### src/hdl/rps_isqrt.sv
// Pipelined integer square root, one root bit per stage.
module rps_isqrt #(
  parameter int VW = 22,
  parameter int SW = 1
) (
  input  logic            clk,
  input  logic            rst,
  input  logic            en,
  input  logic            in_vld,
  input  logic [VW-1:0]   val,
  input  logic [SW-1:0]   side,
  output logic            out_vld,
  output logic [VW/2-1:0] root,
  output logic [SW-1:0]   side_out
);
  localparam int RW = VW / 2;

  logic          vld   [RW+1];
  logic [VW-1:0] v     [RW+1];
  logic [RW-1:0] res   [RW+1];
  logic [SW-1:0] side_r[RW+1];

  always_ff @(posedge clk) begin
    if (rst) vld[0] <= 1'b0;
    else if (en) vld[0] <= in_vld;
  end

  always_ff @(posedge clk) begin
    if (en) begin
      v[0]      <= val;
      res[0]    <= '0;
      side_r[0] <= side;
    end
  end

  for (genvar s = 1; s <= RW; s++) begin : g_stage
    logic [RW-1:0]   trial;
    logic [2*RW-1:0] sq;
    assign trial = res[s-1] | (RW'(1) << (RW - s));
    assign sq    = (2*RW)'(trial) * (2*RW)'(trial);

    always_ff @(posedge clk) begin
      if (rst) vld[s] <= 1'b0;
      else if (en) vld[s] <= vld[s-1];
    end

    always_ff @(posedge clk) begin
      if (en) begin
        res[s]    <= ((2*RW)'(v[s-1]) >= sq) ? trial : res[s-1];
        v[s]      <= v[s-1];
        side_r[s] <= side_r[s-1];
      end
    end
  end

  assign out_vld  = vld[RW];
  assign root     = res[RW];
  assign side_out = side_r[RW];

endmodule

### config.mk
export PLATFORM = sky130hd
export DESIGN_NAME = rps_isqrt
export DESIGN_NICKNAME = d
export VERILOG_FILES = /design/src/hdl/rps_isqrt.sv
export SDC_FILE = /design/constraint.sdc
export NUM_CORES = 1
export LEC_CHECK = 0
export ABC_AREA = 1
export BUFFER_PORTS_ARGS = -buffer_cell sky130_fd_sc_hd__buf_2
export CAP_MARGIN = 20
export CORE_MARGIN = 3
export CORE_UTILIZATION = 35
export CTS_BUF_LIST = sky130_fd_sc_hd__clkbuf_4
export CTS_CLUSTER_DIAMETER = 50
export DETAILED_ROUTE_END_ITERATION = 8
export GPL_ROUTABILITY_DRIVEN = 0
export GPL_TIMING_DRIVEN = 1
export HOLD_SLACK_MARGIN = 0.06
export SETUP_SLACK_MARGIN = 0.1
export SLEW_MARGIN = 20
export SYNTH_ARGS = -nofsm -noshare
export SYNTH_HDL_FRONTEND = slang
export SYNTH_SLANG_ARGS = --single-unit
### constraint.sdc
create_clock -name clk -period 7 [get_ports clk]
set_clock_uncertainty 0.2 [all_clocks]
set_input_delay 0.7 -clock clk [delete_from_list [all_inputs] [get_ports clk]]
set_output_delay 0.7 -clock clk [all_outputs]
set_load 0.01 [all_outputs]
==> impl_results.md <==
* Status: complete, no violations
* Most frequent cells in the layout: 544 x inv_1, 458 x nand2_1, 400 x ha_1
* Vias/cell at 4.47
* Commonest non-fill, non-tap cell in the layout: inv_1
* Grt ovf at 0
* Root Driver: clkbuf_4
* Vias in the first global route at 16,900
* Initial DRC count at 819
* DR pass1 iterations at 5
* Setup violators final at 0
* Initial antenna violation count at 3
* Chip Width at 279 um
* Post-Synthesis Mean Instance Area at 10.4 um^2
* Endpoints failing hold at 0
* Pin count of the biggest net entering global routing at 150
* Synth top area share at 38.3%
* Relative slew slack at 30.1%
* Fin crit share at 88.4%
* Dpl hpwl at 35,100 um
* Fin util at 39.0%
* Total GRT Usage at 12.4%
* First-pass GRT wire length at 79,600 um
* Ys Warns at 0
* Syn Nets at 3,121
* Clk slew on worst S/H paths at 60 ps
* Skew-Pair Late Insertion Delay at 810 ps
* Layout Cells excl Fill at 3,634
* Largest area contributor in the netlist: edfxtp_1
* Hold Crit Class: reg -> reg
* Clock Sinks at 332
* Post-Syn Area at 26,000 um^2
* Synth Instances at 2,494
* CP startpoint kind: register
* Port Buf Inserts at 39
* CP Class: reg -> reg
* Worst Path Required at 7470 ps
* Fmax at 162 MHz
* # rows at 99
* Die area at 77,600 um^2
* CTS Buffer Depth at 3
* Sequential fraction of the synthesis area at 38.3%
* MaxCap Viol Count at 0
* CTS tree: yes
* CP arrival at 6650 ps
* Layout area overhead at 9.99%
* Max Slew Vio Count at 0
* Layout cell share with drive strength beyond 1 at 7.56%
* Highest routed layer: met5
* Via count at 16,200
* Post-detailed-route wirelength per cell at 12.6 um
* Fin Setup TNS at 0 ps
* Met2 WL at 22,500 um
* H-tree depth at 3
* Synth area leaders: edfxtp_1 38%, ha_1 19%, fa_1 15%, inv_1 7.9%, nand2_1 6.6%
* Top Ports at 40
* R2r setup slk at 810 ps
* Tmin final at 6190 ps
* WL final at 45,900 um
* WHS at 188 ps
* Worst-path fanout max at 14
* Post-cts resize count at 0
* # placed instances at 3,459
* Core Footprint at 73,300 um^2
* Worst-margin pin slew at 1050 ps
* #FFs+latches synth at 332
* Type of element capturing the critical path: register
* Initial Utilization at 35.5%
* Routed length on met1 at 20,900 um
* Synth unique cells at 37
* Die height at 279 um
* Remaining DRCs at 0
* Detail Route Antenna Nets at 0
* Nets at 3,244
* Inserted Clock Buffers at 91
* Routed length on met3 at 1510 um
* RSZ-0062 raised after global routing: no
[worst max-delay path, cell delays in order (launching register included)]
cell      delay, ps
edfxtp_1        730
nand2_1         170
fa_1            640
inv_1            90
fa_1            520
fa_1            520
fa_1            540
fa_1            500
ha_1            370
nand2_2         140
inv_1            50
a21oi_1         160
nand3_2         140
nand2_1         110
nand2_1          50
nand2_1          60
nand2_1          60
ha_1            290
nand2_1          60
nor2_1          180
nand4_1         130
nor2_1          120
o21ai_0         130
nand3_1          90
[synthesized netlist by cell type (all sizes together)]
cell type / instances
fa: 200
a31oi: 7
nor4: 2
nand4: 19
o21a: 4
xor2: 51
nand3: 58
o2111ai: 1
inv: 544
nand2: 463
nor3b: 1
a31o: 1
mux2i: 1
edfxtp: 332
o21ai: 52
mux2: 4
o211ai: 2
a21o: 6
o31ai: 1
and2: 4
ha: 400
clkbuf: 37
nand3b: 14
a21oi: 113
o21bai: 6
xnor2: 56
nor2: 87
or2: 10
buf: 2
nor3: 16
[routing by layer]
| layer | vias up | track usage, % |
|---|---|---|
| li1 | 8344 | - |
| met1 | 7624 | 15.6 |
| met2 | 209 | 21.7 |
| met3 | 65 | 2.30 |
| met4 | 2 | 3.91 |
| met5 | - | 0 |
[kinds of logic after synthesis]
family                     share of synthesized area (%)
adders and majority gates                           34.7
xor gates and xnor gates                            3.60
buffers and inverters                               8.43
and+or+nand+nor                                     10.8
muxes                                              0.212
AOI/OAI and AO/OA                                   4.00
DFF                                                 38.3
[path summary, 6_finish.rpt]
kind                        from              endpoint  cells past startpoint
min reg2reg   v[2][14]$_DFFE_PP_    v[3][14]$_DFFE_PP_                      0
max          res[5][2]$_DFFE_PP_  res[5][11]$_DFFE_PP_                     23
min           v[2][14]$_DFFE_PP_    v[3][14]$_DFFE_PP_                      0
max reg2reg  res[5][2]$_DFFE_PP_  res[5][11]$_DFFE_PP_                     23
[what timing repair did]
item / in CTS / in global routing
setup buffers: 0 / 0
hold buffers: 24 / 0
hold endpoints to repair: 24 / 0
[per-stage QoR]
stage                     setup WS [ps]  area [um^2]
after floorplan                    1410        26000
after global placement              805        27300
after detailed placement            772        27300
after CTS                           758        28600
after global routing                357        28600
final                               813        28600
[final cells by class]
cell class | count | area, um^2
multi-input cells | 1579 | 13800
well taps | 959 | 1200
clock buffers | 113 | 848
diodes | 2 | 5.00
clock inverters | 36 | 189
fillers | 7249 | 44700
flip-flops and latches | 332 | 9970
repair buffers | 69 | 503
inverters | 544 | 2040
[state kept, by name, summed over array words and instances (netlist names)]
| signal | flops |
|---|---|
| vld | 12 |
| res | 66 |
| side_r | 12 |
| v | 242 |
Power is left out: the tool's default activity adds up to more than one toggle a clock period on the data nets, which glitch-free logic cannot reach.
